<file path="src/hdl/frx_pkg.sv">
`timescale 1ns / 1ps

package frx_pkg;

  // Field widths
  localparam int unsigned ByteW   = 8;
  localparam int unsigned PosW    = 9;
  localparam int unsigned LenW    = 9;
  localparam int unsigned StatusW = 3;
  localparam int unsigned KindW   = 2;

  // Stream packing: tdata = {pad, byte_position, data_byte}
  localparam int unsigned OutDataW = 24;
  localparam int unsigned OutPadW  = OutDataW - ByteW - PosW;
  // tuser = {want_extra_poll, response_kind, frame_status, in_frame}
  localparam int unsigned OutUserW = 1 + StatusW + KindW + 1;

  // Protocol bytes
  localparam logic [ByteW-1:0] StartA     = 8'h31;
  localparam logic [ByteW-1:0] StartB     = 8'h71;
  localparam logic [ByteW-1:0] StartC     = 8'hF1;
  localparam logic [ByteW-1:0] HdrOne     = 8'h01;
  localparam logic [ByteW-1:0] TypeStd    = 8'h10;
  localparam logic [ByteW-1:0] TypeExtra  = 8'h21;
  localparam logic [ByteW-1:0] PollLimit  = 8'h02;
  localparam logic [PosW-1:0]  PosLen     = 9'd1;
  localparam logic [PosW-1:0]  PosHdr     = 9'd2;
  localparam logic [PosW-1:0]  PosType    = 9'd3;
  localparam logic [PosW-1:0]  PosPollFlg = 9'd199;
  localparam logic [LenW-1:0]  LenExtra   = 9'd3;
  localparam logic [LenW-1:0]  ExpLenRst  = 9'd203;

  typedef enum logic [1:0] {
    PH_HUNT   = 2'd0,
    PH_OK     = 2'd1,
    PH_FLAWED = 2'd2
  } phase_t;

  typedef enum logic [StatusW-1:0] {
    ST_BUSY      = 3'd0,
    ST_GOOD      = 3'd1,
    ST_BAD_START = 3'd2,
    ST_BAD_HDR   = 3'd3,
    ST_BAD_SUM   = 3'd4
  } status_t;

  typedef enum logic [KindW-1:0] {
    KIND_NONE  = 2'd0,
    KIND_STD   = 2'd1,
    KIND_EXTRA = 2'd2,
    KIND_OTHER = 2'd3
  } kind_t;

  typedef struct packed {
    logic              want_extra_poll;
    kind_t             response_kind;
    status_t           frame_status;
    logic              frame_end;
    logic              in_frame;
    logic [PosW-1:0]   byte_position;
    logic [ByteW-1:0]  data_byte;
  } frx_result_t;

endpackage

</file>
<file path="src/hdl/frx_in_stage.sv">
`timescale 1ns / 1ps

module frx_in_stage (
  input  logic                     clk,
  input  logic                     rst_n,
  input  logic                     in_tvalid,
  output logic                     in_tready,
  input  logic [frx_pkg::ByteW-1:0] in_tdata,   // [7:0] rx_byte
  input  logic                     pop,
  output logic                     valid,
  output logic [frx_pkg::ByteW-1:0] rx_byte
);
  import frx_pkg::*;

  logic             valid_r, valid_nxt;
  logic [ByteW-1:0] byte_r;
  logic             take;

  // Take a word whenever the register is empty or drains this cycle
  assign in_tready = !valid_r || pop;
  assign take      = in_tvalid && in_tready;

  always_comb begin
    priority if (take) begin
      valid_nxt = 1'b1;
    end else if (pop) begin
      valid_nxt = 1'b0;
    end else begin
      valid_nxt = valid_r;
    end
  end

  always_ff @(posedge clk) begin
    if (!rst_n) begin
      valid_r <= 1'b0;
    end else begin
      valid_r <= valid_nxt;
    end
  end

  // Hold the byte until it is processed
  always_ff @(posedge clk) begin
    if (take) begin
      byte_r <= in_tdata;
    end
  end

  assign valid   = valid_r;
  assign rx_byte = byte_r;

endmodule

</file>
<file path="src/hdl/frx_core.sv">
`timescale 1ns / 1ps

module frx_core (
  input  logic                      clk,
  input  logic                      rst_n,
  input  logic                      fire,
  input  logic [frx_pkg::ByteW-1:0] rx_byte,
  input  logic [frx_pkg::LenW-1:0]  exp_len,
  output frx_pkg::frx_result_t      res
);
  import frx_pkg::*;

  phase_t           phase_r, phase_nxt;
  logic [PosW-1:0]  count_r, count_nxt;
  logic [LenW-1:0]  total_r, total_nxt;
  logic [ByteW-1:0] sum_r, sum_nxt;
  logic [ByteW-1:0] type_r, type_nxt;
  logic [ByteW-1:0] extra_r, extra_nxt;

  logic             is_start;
  logic             hdr_flaw;
  logic             flawed_now;
  logic             end_flaw;
  logic             end_len;
  logic [ByteW-1:0] sum_add;
  logic [ByteW-1:0] type_cur;
  logic [ByteW-1:0] extra_cur;
  logic [LenW-1:0]  len_from_byte;

  // Decode the current byte against the frame position
  assign is_start = (rx_byte == StartA) || (rx_byte == StartB) || (rx_byte == StartC);
  assign hdr_flaw = ((count_r == PosLen) && (rx_byte == '0)) ||
                    ((count_r == PosHdr) && (rx_byte != HdrOne) && (rx_byte != TypeStd)) ||
                    ((count_r == PosType) && (rx_byte != HdrOne) && (rx_byte != TypeStd) &&
                     (rx_byte != TypeExtra));
  assign flawed_now    = (phase_r == PH_FLAWED) || hdr_flaw;
  assign end_flaw      = (count_r == PosType) && flawed_now;
  assign end_len       = !end_flaw && (count_r >= PosType) &&
                         (({1'b0, count_r} + 10'd1) >= {1'b0, total_r});
  assign sum_add       = sum_r + rx_byte;
  assign type_cur      = (count_r == PosType) ? rx_byte : type_r;
  assign extra_cur     = (count_r == PosPollFlg) ? rx_byte : extra_r;
  assign len_from_byte = {1'b0, rx_byte} + LenExtra;

  // Next state
  always_comb begin
    phase_nxt = phase_r;
    count_nxt = count_r;
    total_nxt = total_r;
    sum_nxt   = sum_r;
    type_nxt  = type_r;
    extra_nxt = extra_r;
    if (fire) begin
      unique case (phase_r)
        PH_HUNT: begin
          if (is_start) begin
            phase_nxt = PH_OK;
            count_nxt = PosLen;
            sum_nxt   = rx_byte;
            total_nxt = '0;
            type_nxt  = '0;
            extra_nxt = '0;
          end
        end
        PH_OK, PH_FLAWED: begin
          sum_nxt = sum_add;
          if (count_r == PosLen) begin
            total_nxt = len_from_byte;
          end
          if (count_r == PosType) begin
            type_nxt = rx_byte;
          end
          if (count_r == PosPollFlg) begin
            extra_nxt = rx_byte;
          end
          if (end_flaw || end_len) begin
            phase_nxt = PH_HUNT;
          end else begin
            phase_nxt = flawed_now ? PH_FLAWED : phase_r;
            count_nxt = count_r + PosLen;
          end
        end
        default: begin
          phase_nxt = PH_HUNT;
        end
      endcase
    end
  end

  // Result fields for the current byte
  always_comb begin
    res                 = '0;
    res.data_byte       = rx_byte;
    res.frame_status    = ST_BUSY;
    res.response_kind   = KIND_NONE;
    unique case (phase_r)
      PH_HUNT: begin
        if (is_start) begin
          res.in_frame = 1'b1;
        end else begin
          res.frame_end    = 1'b1;
          res.frame_status = ST_BAD_START;
        end
      end
      PH_OK, PH_FLAWED: begin
        res.byte_position = count_r;
        res.in_frame      = 1'b1;
        if (end_flaw) begin
          res.frame_end    = 1'b1;
          res.frame_status = ST_BAD_HDR;
        end else if (end_len) begin
          res.frame_end = 1'b1;
          if (sum_add != '0) begin
            res.frame_status = ST_BAD_SUM;
          end else begin
            res.frame_status = ST_GOOD;
            priority if (total_r != exp_len) begin
              res.response_kind = KIND_OTHER;
            end else if (type_cur == TypeStd) begin
              res.response_kind   = KIND_STD;
              res.want_extra_poll = extra_cur > PollLimit;
            end else if (type_cur == TypeExtra) begin
              res.response_kind = KIND_EXTRA;
            end else begin
              res.response_kind = KIND_OTHER;
            end
          end
        end
      end
      default: begin
        res.frame_status = ST_BUSY;
      end
    endcase
  end

  always_ff @(posedge clk) begin
    if (!rst_n) begin
      phase_r <= PH_HUNT;
      count_r <= '0;
      total_r <= '0;
      sum_r   <= '0;
      type_r  <= '0;
      extra_r <= '0;
    end else begin
      phase_r <= phase_nxt;
      count_r <= count_nxt;
      total_r <= total_nxt;
      sum_r   <= sum_nxt;
      type_r  <= type_nxt;
      extra_r <= extra_nxt;
    end
  end

endmodule

</file>
<file path="src/hdl/frx_out_stage.sv">
`timescale 1ns / 1ps

module frx_out_stage (
  input  logic                         clk,
  input  logic                         rst_n,
  input  logic                         push,
  input  frx_pkg::frx_result_t         res,
  output logic                         free,
  output logic                         out_tvalid,
  input  logic                         out_tready,
  output logic [frx_pkg::OutDataW-1:0] out_tdata,  // [7:0] data_byte, [16:8] byte_position
  output logic                         out_tlast,  // frame_end
  // [0] in_frame, [3:1] frame_status, [5:4] response_kind, [6] want_extra_poll
  output logic [frx_pkg::OutUserW-1:0] out_tuser
);
  import frx_pkg::*;

  logic        valid_r, valid_nxt;
  frx_result_t res_r;

  // Room for a new word when empty or when the current one leaves now
  assign free = !valid_r || out_tready;

  always_comb begin
    priority if (push) begin
      valid_nxt = 1'b1;
    end else if (out_tready) begin
      valid_nxt = 1'b0;
    end else begin
      valid_nxt = valid_r;
    end
  end

  always_ff @(posedge clk) begin
    if (!rst_n) begin
      valid_r <= 1'b0;
    end else begin
      valid_r <= valid_nxt;
    end
  end

  always_ff @(posedge clk) begin
    if (push) begin
      res_r <= res;
    end
  end

  // Pack the stream word
  assign out_tvalid = valid_r;
  assign out_tdata  = {{OutPadW{1'b0}}, res_r.byte_position, res_r.data_byte};
  assign out_tlast  = res_r.frame_end;
  assign out_tuser  = {res_r.want_extra_poll, res_r.response_kind,
                       res_r.frame_status, res_r.in_frame};

endmodule

</file>
<file path="src/hdl/length_checksum_frame_receiver_unit.sv">
`timescale 1ns / 1ps

// Frame receiver for a length-and-checksum serial protocol. Every received byte
// gives exactly one output word: the byte, its position in the frame and the
// frame flags; tlast marks the byte that completes or drops a frame, with the
// status and, for a good frame, its response class in tuser. Throughput is one
// byte per clock while out_tready is held high; the byte passes an input register and
// then the result register, with the frame state updated in the single step between
// them. in_tready follows out_tready combinationally when both registers are
// full. The expected response length may be written on the cfg port at any
// time the receiver is idle; it resets to 203.
module length_checksum_frame_receiver_unit (
  input  logic                         clk,
  input  logic                         rst_n,
  input  logic                         in_tvalid,
  output logic                         in_tready,
  input  logic [frx_pkg::ByteW-1:0]    in_tdata,   // [7:0] rx_byte
  output logic                         out_tvalid,
  input  logic                         out_tready,
  output logic [frx_pkg::OutDataW-1:0] out_tdata,  // [7:0] data_byte, [16:8] byte_position
  output logic                         out_tlast,  // frame_end
  // [0] in_frame, [3:1] frame_status, [5:4] response_kind, [6] want_extra_poll
  output logic [frx_pkg::OutUserW-1:0] out_tuser,
  input  logic                         cfg_valid,
  output logic                         cfg_ready,
  input  logic [frx_pkg::LenW-1:0]     cfg_data    // expected_response_length
);
  import frx_pkg::*;

  logic             byte_valid;
  logic [ByteW-1:0] rx_byte;
  logic             out_free;
  logic             fire;
  frx_result_t      res;
  logic [LenW-1:0]  exp_len_r;

  // Advance when a byte waits and the result register has room
  assign fire = byte_valid && out_free;

  // Configuration register
  assign cfg_ready = 1'b1;

  always_ff @(posedge clk) begin
    if (!rst_n) begin
      exp_len_r <= ExpLenRst;
    end else if (cfg_valid && cfg_ready) begin
      exp_len_r <= cfg_data;
    end
  end

  frx_in_stage u_in (
    .clk       (clk),
    .rst_n     (rst_n),
    .in_tvalid (in_tvalid),
    .in_tready (in_tready),
    .in_tdata  (in_tdata),
    .pop       (fire),
    .valid     (byte_valid),
    .rx_byte   (rx_byte)
  );

  frx_core u_core (
    .clk     (clk),
    .rst_n   (rst_n),
    .fire    (fire),
    .rx_byte (rx_byte),
    .exp_len (exp_len_r),
    .res     (res)
  );

  frx_out_stage u_out (
    .clk        (clk),
    .rst_n      (rst_n),
    .push       (fire),
    .res        (res),
    .free       (out_free),
    .out_tvalid (out_tvalid),
    .out_tready (out_tready),
    .out_tdata  (out_tdata),
    .out_tlast  (out_tlast),
    .out_tuser  (out_tuser)
  );

endmodule

</file>
<file path="config.mk">
export PLATFORM = sky130hd
export DESIGN_NAME = length_checksum_frame_receiver_unit
export DESIGN_NICKNAME = d
export VERILOG_FILES = /design/src/hdl/frx_pkg.sv /design/src/hdl/frx_in_stage.sv /design/src/hdl/frx_core.sv /design/src/hdl/frx_out_stage.sv /design/src/hdl/length_checksum_frame_receiver_unit.sv
export SDC_FILE = /design/constraint.sdc
export NUM_CORES = 1
export LEC_CHECK = 0
export BUFFER_PORTS_ARGS = -buffer_cell sky130_fd_sc_hd__buf_2
export CORE_UTILIZATION = 40
export CTS_CLUSTER_SIZE = 20
export DETAILED_ROUTE_END_ITERATION = 12
export HOLD_SLACK_MARGIN = 0.1
export PLACE_DENSITY = 0.58
export SYNTH_ARGS = -nofsm -noshare
export SYNTH_HDL_FRONTEND = slang
export SYNTH_SLANG_ARGS = --single-unit
</file>
<file path="constraint.sdc">
create_clock -name clk -period 7.98 [get_ports clk]
set_clock_uncertainty 0.2 [all_clocks]
set_input_delay 1.197 -clock clk [delete_from_list [all_inputs] [get_ports clk]]
set_output_delay 1.197 -clock clk [all_outputs]
set_load 0.02 [all_outputs]
</file>
==> impl_metrics.json, run 1 <==
{
  "cp_slowest_cell": "a21oi_1",
  "ctsHoldBuffers": 0,
  "antenna_found_initial": 0,
  "first_global_vias": 3498,
  "area_delta_synth_final_pct": 12.83,
  "clock-sinks": 88,
  "route.detailed.drc": 3,
  "track_usage": 0.1806,
  "end_kind": "flip-flop",
  "path_class": "reg -> reg",
  "htreeDepth": 3,
  "fillCellCount": 1127,
  "pre_cts_slack_ns": 4.354,
  "syn_area_mm2": 0.004848,
  "ios": 57,
  "slew_viol_final": 0,
  "synth_edf_count": 33,
  "wire_per_inst_um": 15.90,
  "total_power_mw": 1.004,
  "nNetsFinal": 569,
  "cts_resized": 0,
  "vias": 3594,
  "synth_area_per_cell_um2": 9.956,
  "yosysSeqAreaShare": 0.4315,
  "path_delay_family": "simple AND/OR/NAND/NOR gates",
  "drt_pass1_iterations": 8,
  "rsz0062_at_grt": "false",
  "cts_root_buf": "clkbuf_16",
  "avgViaCountPerCell": 5.372,
  "setup_viol": 0,
  "hpwl_mm": 7.442,
  "max-cap-violations": 0,
  "period_share": 0.4649,
  "die_x_um": 112.1,
  "ys_async_sr_fraction": 0,
  "status": "complete, but fails checks",
  "core_mm2": 0.01161,
  "io_buffers": 48,
  "path_max_fanout": 11,
  "worstMarginPinSlew_ns": 1.048,
  "routabilityCongestion": 0.8328,
  "tns_ns": 0,
  "cts_tree": "yes",
  "grt_overflow": 0,
  "std_cell_rows": 39,
  "ys_ff_latch": 88,
  "dieArea_mm2": 0.01257,
  "mostFrequentLayoutCells": "dfxtp_1, buf_2, nand2_1, edfxtp_1, nor2b_1",
  "cts_setup_buffers": 0,
  "final_common_cell": "dfxtp_1",
  "worstPathArrival_ns": 3.67,
  "whs_ns": 0.2854,
  "p_per_area_mw_per_mm2": 183.6,
  "clk_path_buf_depth": 2,
  "critPathLaunchType": "flip-flop",
  "vdd_drop_max_mv": 0.08579,
  "grt_pass1_wl_mm": 17.98,
  "setup_slack_ns": 4.270,
  "insertion_delay_ns": 0.34,
  "synth.distinct_cells": 77,
  "hold_path_class": "reg -> reg",
  "antennaDiodeCount": 0,
  "crit_buf_inv": 0,
  "yosysWarnings": 0,
  "crit_required_ns": 7.94,
  "finalWirelength_mm": 10.64,
  "max_freq_ghz": 0.2695,
  "ys.flop_type": "dfxtp_1",
  "antenna_left": 0,
  "drt_iter0_markers": 182,
  "initial_core_util": 0.4175,
  "path_common_cell": "a21oi_1",
  "numCtsBuffers": 9,
  "grt_max_degree": 67,
  "clk_pin_slew_ns": 0.06,
  "fin_crit_ns": 3.710,
  "hold_viol": 0,
  "fin_util": 0.4710,
  "path_cells": "ha_1 -> and3_1 -> nand3_1 -> nor2_1 -> xor2_1 -> ha_1 -> nand3_1 -> a21oi_1 -> a21oi_1 -> a21oi_1 -> nand4bb_1 -> nor3_1",
  "drive_above_1_share": 0.1559,
  "slew_headroom": 0.3011,
  "slowest_delay_ns": 0.62,
  "postSynthCellCount": 487,
  "leakage_nw": 2.091,
  "violations": "DRC",
  "fp.dieH_um": 112.1
}
-- path summary, 6_finish.rpt --
| check | start | to | slack (ns) | cells after the start |
|---|---|---|---|---|
| hold reg to reg | u_core.sum_r[3] | u_core.sum_r[3] | 0.29 | 2 |
| setup / recovery | u_core.count_r[0] | u_out.out_tuser[5] | 4.27 | 12 |
| setup reg to reg | u_core.count_r[0] | u_out.out_tuser[5] | 4.27 | 12 |
| hold / removal | u_core.sum_r[3] | u_core.sum_r[3] | 0.29 | 2 |
-- cells by family after synthesis --
family,Yosys count,synth area share
flip-flops,88,0.4315
XOR/XNOR,27,0.04877
adder cells (fa/ha/maj),26,0.06865
buffers and inverters,58,0.05342
AO/OA/AOI/OAI,104,0.1616
AND/OR/NAND/NOR,167,0.2036
multiplexers,15,0.03097
other,2,0.001549
-- where the power goes --
part	leakage [nW]	internal, mW	switching (mW)
clock	0.163	0.280	0.173
sequential	0.750	0.477	0.0126
combinational	1.18	0.0242	0.0369
total	2.09	0.781	0.223
-- layer usage --
| metal | share of wire | global-route usage | wire length (um) |
|---|---|---|---|
| met5 | 0 | 0 | 0 |
| met3 | 0.036 | 0.02052 | 379 |
| met2 | 0.45 | 0.2720 | 4753 |
| met4 | 0.022 | 0.09956 | 237 |
| met1 | 0.50 | 0.2537 | 5270 |
-- sequential cells by signal (all words and copies together), names as in the netlist --
name and cells:
u_in.valid 1, u_out.out_tlast 1, u_core.sum_r 8, u_core.extra_r 8
u_out.out_tuser 7, u_in.rx_byte 8, u_out.out_tdata 17, u_core.count_r 9
u_core.phase_r 2, u_core.total_r 9, u_out.out_tvalid 1, exp_len_r 9
u_core.type_r 8
-- cell usage after synthesis, drive strengths merged, types with 10 or more instances --
| library cell | count | area, um^2 |
|---|---|---|
| dfxtp | 55 | 1101 |
| nand2 | 36 | 135.1 |
| edfxtp | 33 | 991.0 |
| nor2b | 30 | 187.7 |
| ha | 25 | 312.8 |
| inv | 24 | 90.09 |
| buf | 22 | 123.9 |
| xnor2 | 20 | 175.2 |
| a21oi | 18 | 93.84 |
| nor2 | 18 | 67.56 |
| a22oi | 16 | 120.1 |
| and2 | 16 | 102.6 |
| nand3 | 16 | 92.59 |
| mux2i | 15 | 150.1 |
| a21boi | 14 | 108.9 |
| clkbuf | 11 | 41.29 |
| nand2b | 10 | 62.56 |
| o21ai | 10 | 50.04 |
-- worst reg2reg max path, cell delays in order, from the launching register on --
cell	delay, ns
dfxtp_1	0.43
ha_1	0.38
and3_1	0.24
nand3_1	0.18
nor2_1	0.19
xor2_1	0.11
ha_1	0.31
nand3_1	0.10
a21oi_1	0.13
a21oi_1	0.07
a21oi_1	0.62
nand4bb_1	0.27
nor3_1	0.30
-- per-stage QoR --
stage          instance area [um^2]  cells
3_5_place_dp                   5142    653
4_1_cts                        5470    669
5_1_grt                        5470    669
2_1_floorplan                  4871    493
6_report                       5470    669
3_3_place_gp                   5142    653
-- layout make-up --
cell class / count / area [um^2] / share of cell area
flip-flops and latches: 88 / 2092 / 0.3824
clock buffers: 12 / 279.0 / 0.05101
repair buffers: 50 / 255.2 / 0.04666
clock inverters: 4 / 48.80 / 0.008920
multi-input cells: 347 / 2522 / 0.4611
well taps: 143 / 178.9 / 0.03271
inverters: 25 / 93.84 / 0.01715
(Power assumes the default switching activity.)
==> run 2, diff against run 1 <==
--- a/config.mk
+++ b/config.mk
@@ -5,12 +5,13 @@
 export SDC_FILE = /design/constraint.sdc
 export NUM_CORES = 1
 export LEC_CHECK = 0
+export ABC_AREA = 1
 export BUFFER_PORTS_ARGS = -buffer_cell sky130_fd_sc_hd__buf_2
 export CORE_UTILIZATION = 40
 export CTS_CLUSTER_SIZE = 20
 export DETAILED_ROUTE_END_ITERATION = 12
 export HOLD_SLACK_MARGIN = 0.1
-export PLACE_DENSITY = 0.58
+export PLACE_DENSITY = 0.6
 export SYNTH_ARGS = -nofsm -noshare
 export SYNTH_HDL_FRONTEND = slang
 export SYNTH_SLANG_ARGS = --single-unit
==> constraint.sdc (replaced) <==
create_clock -name clk -period 3.1 [get_ports clk]
set_clock_uncertainty 0.2 [all_clocks]
set_input_delay 0.465 -clock clk [delete_from_list [all_inputs] [get_ports clk]]
set_output_delay 0.465 -clock clk [all_outputs]
set_load 0.02 [all_outputs]
==> impl_metrics.json, run 2 <==
{
  "antennaDiodeCount": 0,
  "die_x_um": 113.1,
  "max_freq_ghz": 0.3616,
  "worstMarginPinSlew_ns": 1.006,
  "ys_top_cells_by_count": "nand2_1, inv_1, nor2_1",
  "drt_pass1_iterations": 5,
  "finalWirelength_mm": 11.44,
  "status": "complete, no violations",
  "tns_ns": 0,
  "grt_max_degree": 32,
  "setup_viol": 0,
  "end_kind": "flip-flop",
  "fp.dieH_um": 113.1,
  "clock-sinks": 88,
  "p_comb_frac": 0.076,
  "insertion_delay_ns": 0.35,
  "synth.top_cells.by_area": "dfxtp_1, edfxtp_1, nand2_1",
  "clk_pin_slew_ns": 0.06,
  "vias": 4282,
  "hold_viol": 0,
  "p_per_area_mw_per_mm2": 439.7,
  "std_cell_rows": 40,
  "io_buffers": 48,
  "worstPathArrival_ns": 2.66,
  "yosysSeqAreaShare": 0.4234,
  "leakage_nw": 2.610,
  "vdd_drop_max_mv": 0.2118,
  "synth.distinct_cells": 41,
  "cts_tree": "yes",
  "path_max_fanout": 5,
  "ys_async_sr_fraction": 0,
  "postSynthCellCount": 656,
  "routabilityCongestion": 0.8478,
  "antenna_left": 0,
  "synth_area_per_cell_um2": 7.532,
  "numCtsBuffers": 9,
  "synth_top_area_cell": "dfxtp_1",
  "grt_overflow": 0,
  "pwr-share-clk": 0.427,
  "first_global_vias": 3878,
  "largest_reg_flops": 17,
  "grt_pass1_wl_mm": 18.65,
  "htreeDepth": 3,
  "avgViaCountPerCell": 4.945,
  "slew_viol_final": 0,
  "synth_edf_count": 33,
  "total_power_mw": 2.519,
  "p_int_mw": 1.915,
  "clk_path_buf_depth": 2,
  "setup_slack_ns": 0.3345,
  "synth_most_common_cell": "nand2_1",
  "ios": 57,
  "area_delta_synth_final_pct": 15.95,
  "slew_headroom": 0.3283,
  "critPathLaunchType": "flip-flop",
  "drt_iter0_markers": 192,
  "nNetsFinal": 762,
  "syn_area_mm2": 0.004941,
  "whs_ns": 0.1212,
  "ys_ff_latch": 88,
  "max-cap-violations": 0,
  "drive_above_1_share": 0.1544,
  "antenna_found_initial": 0,
  "fin_cells": 866,
  "mostFrequentLayoutCells": "nand2_1, inv_1, nor2_1, a21oi_1, dfxtp_1",
  "route.detailed.drc": 0,
  "ys.flop_type": "dfxtp_1",
  "cts_root_buf": "clkbuf_16",
  "path_class": "reg -> reg",
  "dpl.cell_count": 841,
  "initial_core_util": 0.4114,
  "core_mm2": 0.01201,
  "hpwl_mm": 8.338,
  "pre_cts_slack_ns": 0.1374,
  "crit_required_ns": 2.99,
  "p_sw_frac": 0.2399,
  "wire_per_inst_um": 13.21,
  "yosysWarnings": 0,
  "final_common_cell": "nand2_1",
  "p_sw_mw": 0.6043,
  "fin_crit_ns": 2.765,
  "track_usage": 0.1889,
  "pwr-share-seq": 0.496,
  "synth_top_area_frac": 0.2228,
  "period_share": 0.8921,
  "dieArea_mm2": 0.01280,
  "hold_path_class": "in -> reg"
}
==> run 2: path summary, 6_finish.rpt <==
check             slack, ns              start  depth (start not counted)                 end
setup / recovery       0.33  u_core.count_r[1]                         19  u_out.out_tuser[1]
hold / removal         0.12        cfg_data[6]                          3        exp_len_r[6]
setup reg to reg       0.33  u_core.count_r[1]                         19  u_out.out_tuser[1]
hold reg to reg        0.26  u_core.extra_r[4]                          2   u_core.extra_r[4]
==> run 2: power by group through the flow <==
stage               Clock, mW  Combinational [mW]  Sequential (mW)
finish                   1.08               0.193             1.25
global route             1.14               0.216             1.25
CTS                      1.10               0.193             1.25
detailed placement          0               0.184             1.28
global placement            0               0.182             1.28
floorplan                   0               0.115             1.29
==> run 2: repair_timing <==
item	4_1_cts	5_1_grt
resized for setup	0	10
hold endpoints to repair	8	0
buffers inserted	0	1
setup endpoints to repair	0	17
hold buffers	8	0
==> run 2: kinds of logic (layout without fill, tap and decap cells) <==
| group | count (synthesis) | in the layout | share of synthesized area |
|---|---|---|---|
| fa+ha+maj | 26 | 26 | 0.06736 |
| xor+xnor | 18 | 18 | 0.03191 |
| compound gates | 94 | 94 | 0.1038 |
| flops | 88 | 88 | 0.4234 |
| buf+inv | 128 | 185 | 0.1094 |
| other cells | 2 | 8 | 0.001520 |
| simple gates | 300 | 300 | 0.2626 |
==> run 2: layout make-up <==
class,count,area (um^2)
well taps,147,183.9
multi-input cells,446,2367
clock inverters,6,60.06
inverters,100,376.6
flip-flops and latches,88,2095
clock buffers,10,229.0
fillers,1186,6282
repair buffers,69,417.9
==> run 2: critical path, cell delays in order, from the launching register on <==
cell,delay (ns)
dfxtp_2,0.36
ha_2,0.21
nand2_1,0.09
nor2_1,0.09
nand2_1,0.08
nor2_2,0.15
xor2_2,0.18
ha_1,0.25
nand2_1,0.08
nor2_1,0.04
nand3_1,0.07
nand2_1,0.05
nor2_1,0.08
nand2_1,0.05
nand2_1,0.05
nand2_1,0.07
nand3_2,0.15
inv_1,0.07
nand2_2,0.12
a21oi_1,0.08
==> run 2: stage by stage <==
step / cell area (um^2) / utilization
floorplan: 4964 / -
global placement: 5314 / 0.4424
detailed placement: 5314 / 0.4424
CTS: 5683 / 0.4731
global route: 5729 / 0.4770
finish: 5729 / 0.4770
==> run 2: per-layer routing <==
layer | part of all wire | vias up | global-route usage | routed length, um
li1 | - | 2199 | - | -
met1 | 0.48 | 1973 | 0.2506 | 5460
met2 | 0.45 | 93 | 0.2900 | 5179
met3 | 0.046 | 17 | 0.03856 | 526
met4 | 0.024 | 0 | 0.09912 | 274
met5 | 0 | - | 0 | 0
==> run 3, diff against run 2 <==
--- a/config.mk
+++ b/config.mk
@@ -5,13 +5,13 @@
 export SDC_FILE = /design/constraint.sdc
 export NUM_CORES = 1
 export LEC_CHECK = 0
-export ABC_AREA = 1
+export ABC_AREA = 0
 export BUFFER_PORTS_ARGS = -buffer_cell sky130_fd_sc_hd__buf_2
 export CORE_UTILIZATION = 40
 export CTS_CLUSTER_SIZE = 20
 export DETAILED_ROUTE_END_ITERATION = 12
 export HOLD_SLACK_MARGIN = 0.1
-export PLACE_DENSITY = 0.6
+export PLACE_DENSITY = 0.61
 export SYNTH_ARGS = -nofsm -noshare
 export SYNTH_HDL_FRONTEND = slang
 export SYNTH_SLANG_ARGS = --single-unit
==> impl_metrics.json, run 3 (same netlist as run 1, synthesis figures left out) <==
{
  "clk_path_buf_depth": 2,
  "max_freq_ghz": 0.3283,
  "area_delta_synth_final_pct": 20.03,
  "placed_area_mm2": 0.005336,
  "slew_headroom": 0.4966,
  "status": "complete, but fails checks",
  "max-cap-violations": 0,
  "reg2reg_setup_slack_ns": 0.05,
  "grt_pass1_wl_mm": 18.84,
  "violations": "DRC",
  "setup_viol": 0,
  "ios": 57,
  "whs_ns": 0.1393,
  "end_kind": "flip-flop",
  "antenna_left": 0,
  "holdCritStartpoint": "cfg_data[1]",
  "drt_pass1_iterations": 8,
  "largest_reg_flops": 17,
  "critPathLaunchType": "flip-flop",
  "cts_root_buf": "clkbuf_16",
  "hold_path_class": "in -> reg",
  "vdd_drop_max_mv": 0.3061,
  "fp.dieH_um": 112.1,
  "path_cells": "and2_4 -> nand4_1 -> nor2_1 -> xor2_1 -> ha_1 -> a21o_1 -> a21oi_2 -> o31a_1 -> a21oi_1 -> buf_4 -> or4b_1 -> a22o_1",
  "reg2reg_from": "u_core.count_r[0]",
  "slew_viol_final": 0,
  "route.detailed.drc": 3,
  "cts_tree": "yes",
  "hpwl_mm": 8.321,
  "rsz0062_at_grt": "true",
  "routabilityCongestion": 0.8741,
  "std_cell_rows": 39,
  "dieArea_mm2": 0.01257,
  "grt_max_degree": 48,
  "hold_viol": 0,
  "insertion_delay_ns": 0.34,
  "rr_endpoint": "u_core.count_r[2]",
  "track_usage": 0.1917,
  "mostFrequentLayoutCells": "dfxtp_1, buf_2, nand2_1, edfxtp_1, buf_4",
  "first_global_vias": 3668,
  "grt_overflow": 0,
  "clock-sinks": 88,
  "fin_util": 0.5011,
  "p_per_area_mw_per_mm2": 421.2,
  "fin_crit_ns": 3.046,
  "crit_path_start": "u_core.count_r[0]",
  "nNetsFinal": 607,
  "core_mm2": 0.01161,
  "cp_slowest_cell": "or4b_1",
  "min_to": "exp_len_r[1]",
  "wire_per_inst_um": 16.19,
  "antennaDiodeCount": 0,
  "drt_iter0_markers": 200,
  "clk_pin_slew_ns": 0.06,
  "avgViaCountPerCell": 5.413,
  "holdPathStages": 3,
  "period_share": 0.9826,
  "htreeDepth": 3,
  "antenna_found_initial": 0,
  "path_max_fanout": 8,
  "vias": 3827,
  "numCtsBuffers": 9,
  "reg2regPathDepth": 12,
  "initial_core_util": 0.4175,
  "io_buffers": 48,
  "final_area_mm2": 0.005819,
  "slowest_delay_ns": 0.46,
  "die_x_um": 112.1,
  "worstMarginPinSlew_ns": 0.7551,
  "path_class": "reg -> reg",
  "final_common_cell": "dfxtp_1",
  "crit_required_ns": 3.14,
  "worstPathArrival_ns": 3.08,
  "finalWirelength_mm": 11.44,
  "leakage_nw": 2.263,
  "drive_above_1_share": 0.2252
}
[run 3: cell count changes in the layout (fill, tap and decap cells not counted), moves of 15 or more]
cell     before  now
nand2_1     158   36
inv_1        91   24
nor2_1       69   17
a21oi_1      55   14
nor2b_1       0   28
buf_4        13   32
nand3_1      31   13
a22oi_1       0   16
mux2i_1       0   15
[run 3: how the worst max path moves through the flow]
stage                              endpoint  depth (start not counted)
after floorplan           u_core.count_r[2]                         14
after global placement    u_core.count_r[2]                         12
after detailed placement  u_core.count_r[2]                         12
after CTS                 u_core.count_r[2]                         12
after global routing      u_core.count_r[2]                         12
final                     u_core.count_r[2]                         12
[run 3: routing by layer]
layer | up-vias | GRT usage | wire length (um) | share of wire
met3 | 12 | 0.04374 | 461 | 0.040
met2 | 87 | 0.2990 | 5268 | 0.46
met4 | 0 | 0.05156 | 135 | 0.012
li1 | 1889 | - | - | -
met5 | - | 0 | 0 | 0
met1 | 1839 | 0.2677 | 5579 | 0.49
[run 3: worst max-delay path: cells and delay by family (launching register included)]
family | cells | cell delay (ns)
adders and majority gates | 1 | 0.30
buffers and inverters | 1 | 0.17
and+or+nand+nor | 4 | 0.87
DFF | 1 | 0.38
AOI/OAI and AO/OA | 5 | 0.78
xor gates and xnor gates | 1 | 0.23
[run 3: power by group]
part	internal [mW]	switching (mW)	total (mW)	leakage [nW]
clock network	0.587	0.427	1.01	0.134
registers	1.23	0.0149	1.24	0.752
logic	0.0785	0.118	0.196	1.38
[run 3: area by class of cell]
class                      count  area (um^2)
clock buffer                  15        267.8
clock inverter                 1        5.005
fill                        1079         5794
inverter                      25        93.84
multi-input combinational    347         2614
sequential                    88         2100
tap                          143        178.9
timing repair buffer          88        560.5
[run 3: metrics by stage]
stage	std cells	worst slack, ns	TNS [ns]	power, mW
finish	707	0.05404	0	2.451
global route	707	-0.09865	-0.3803	2.554
CTS	701	0.00001021	0	2.468
detailed placement	678	-0.06511	-0.06511	1.455
global placement	678	0.1097	0	1.451
floorplan	493	0.02401	0	1.398
[run 3: timing repair]
action	4_1_cts	5_1_grt
hold buffers	6	2
pin swaps	3	15
setup buffers	1	4
hold endpoints to repair	6	2
gates resized for setup	2	18
setup endpoints to repair	5	14
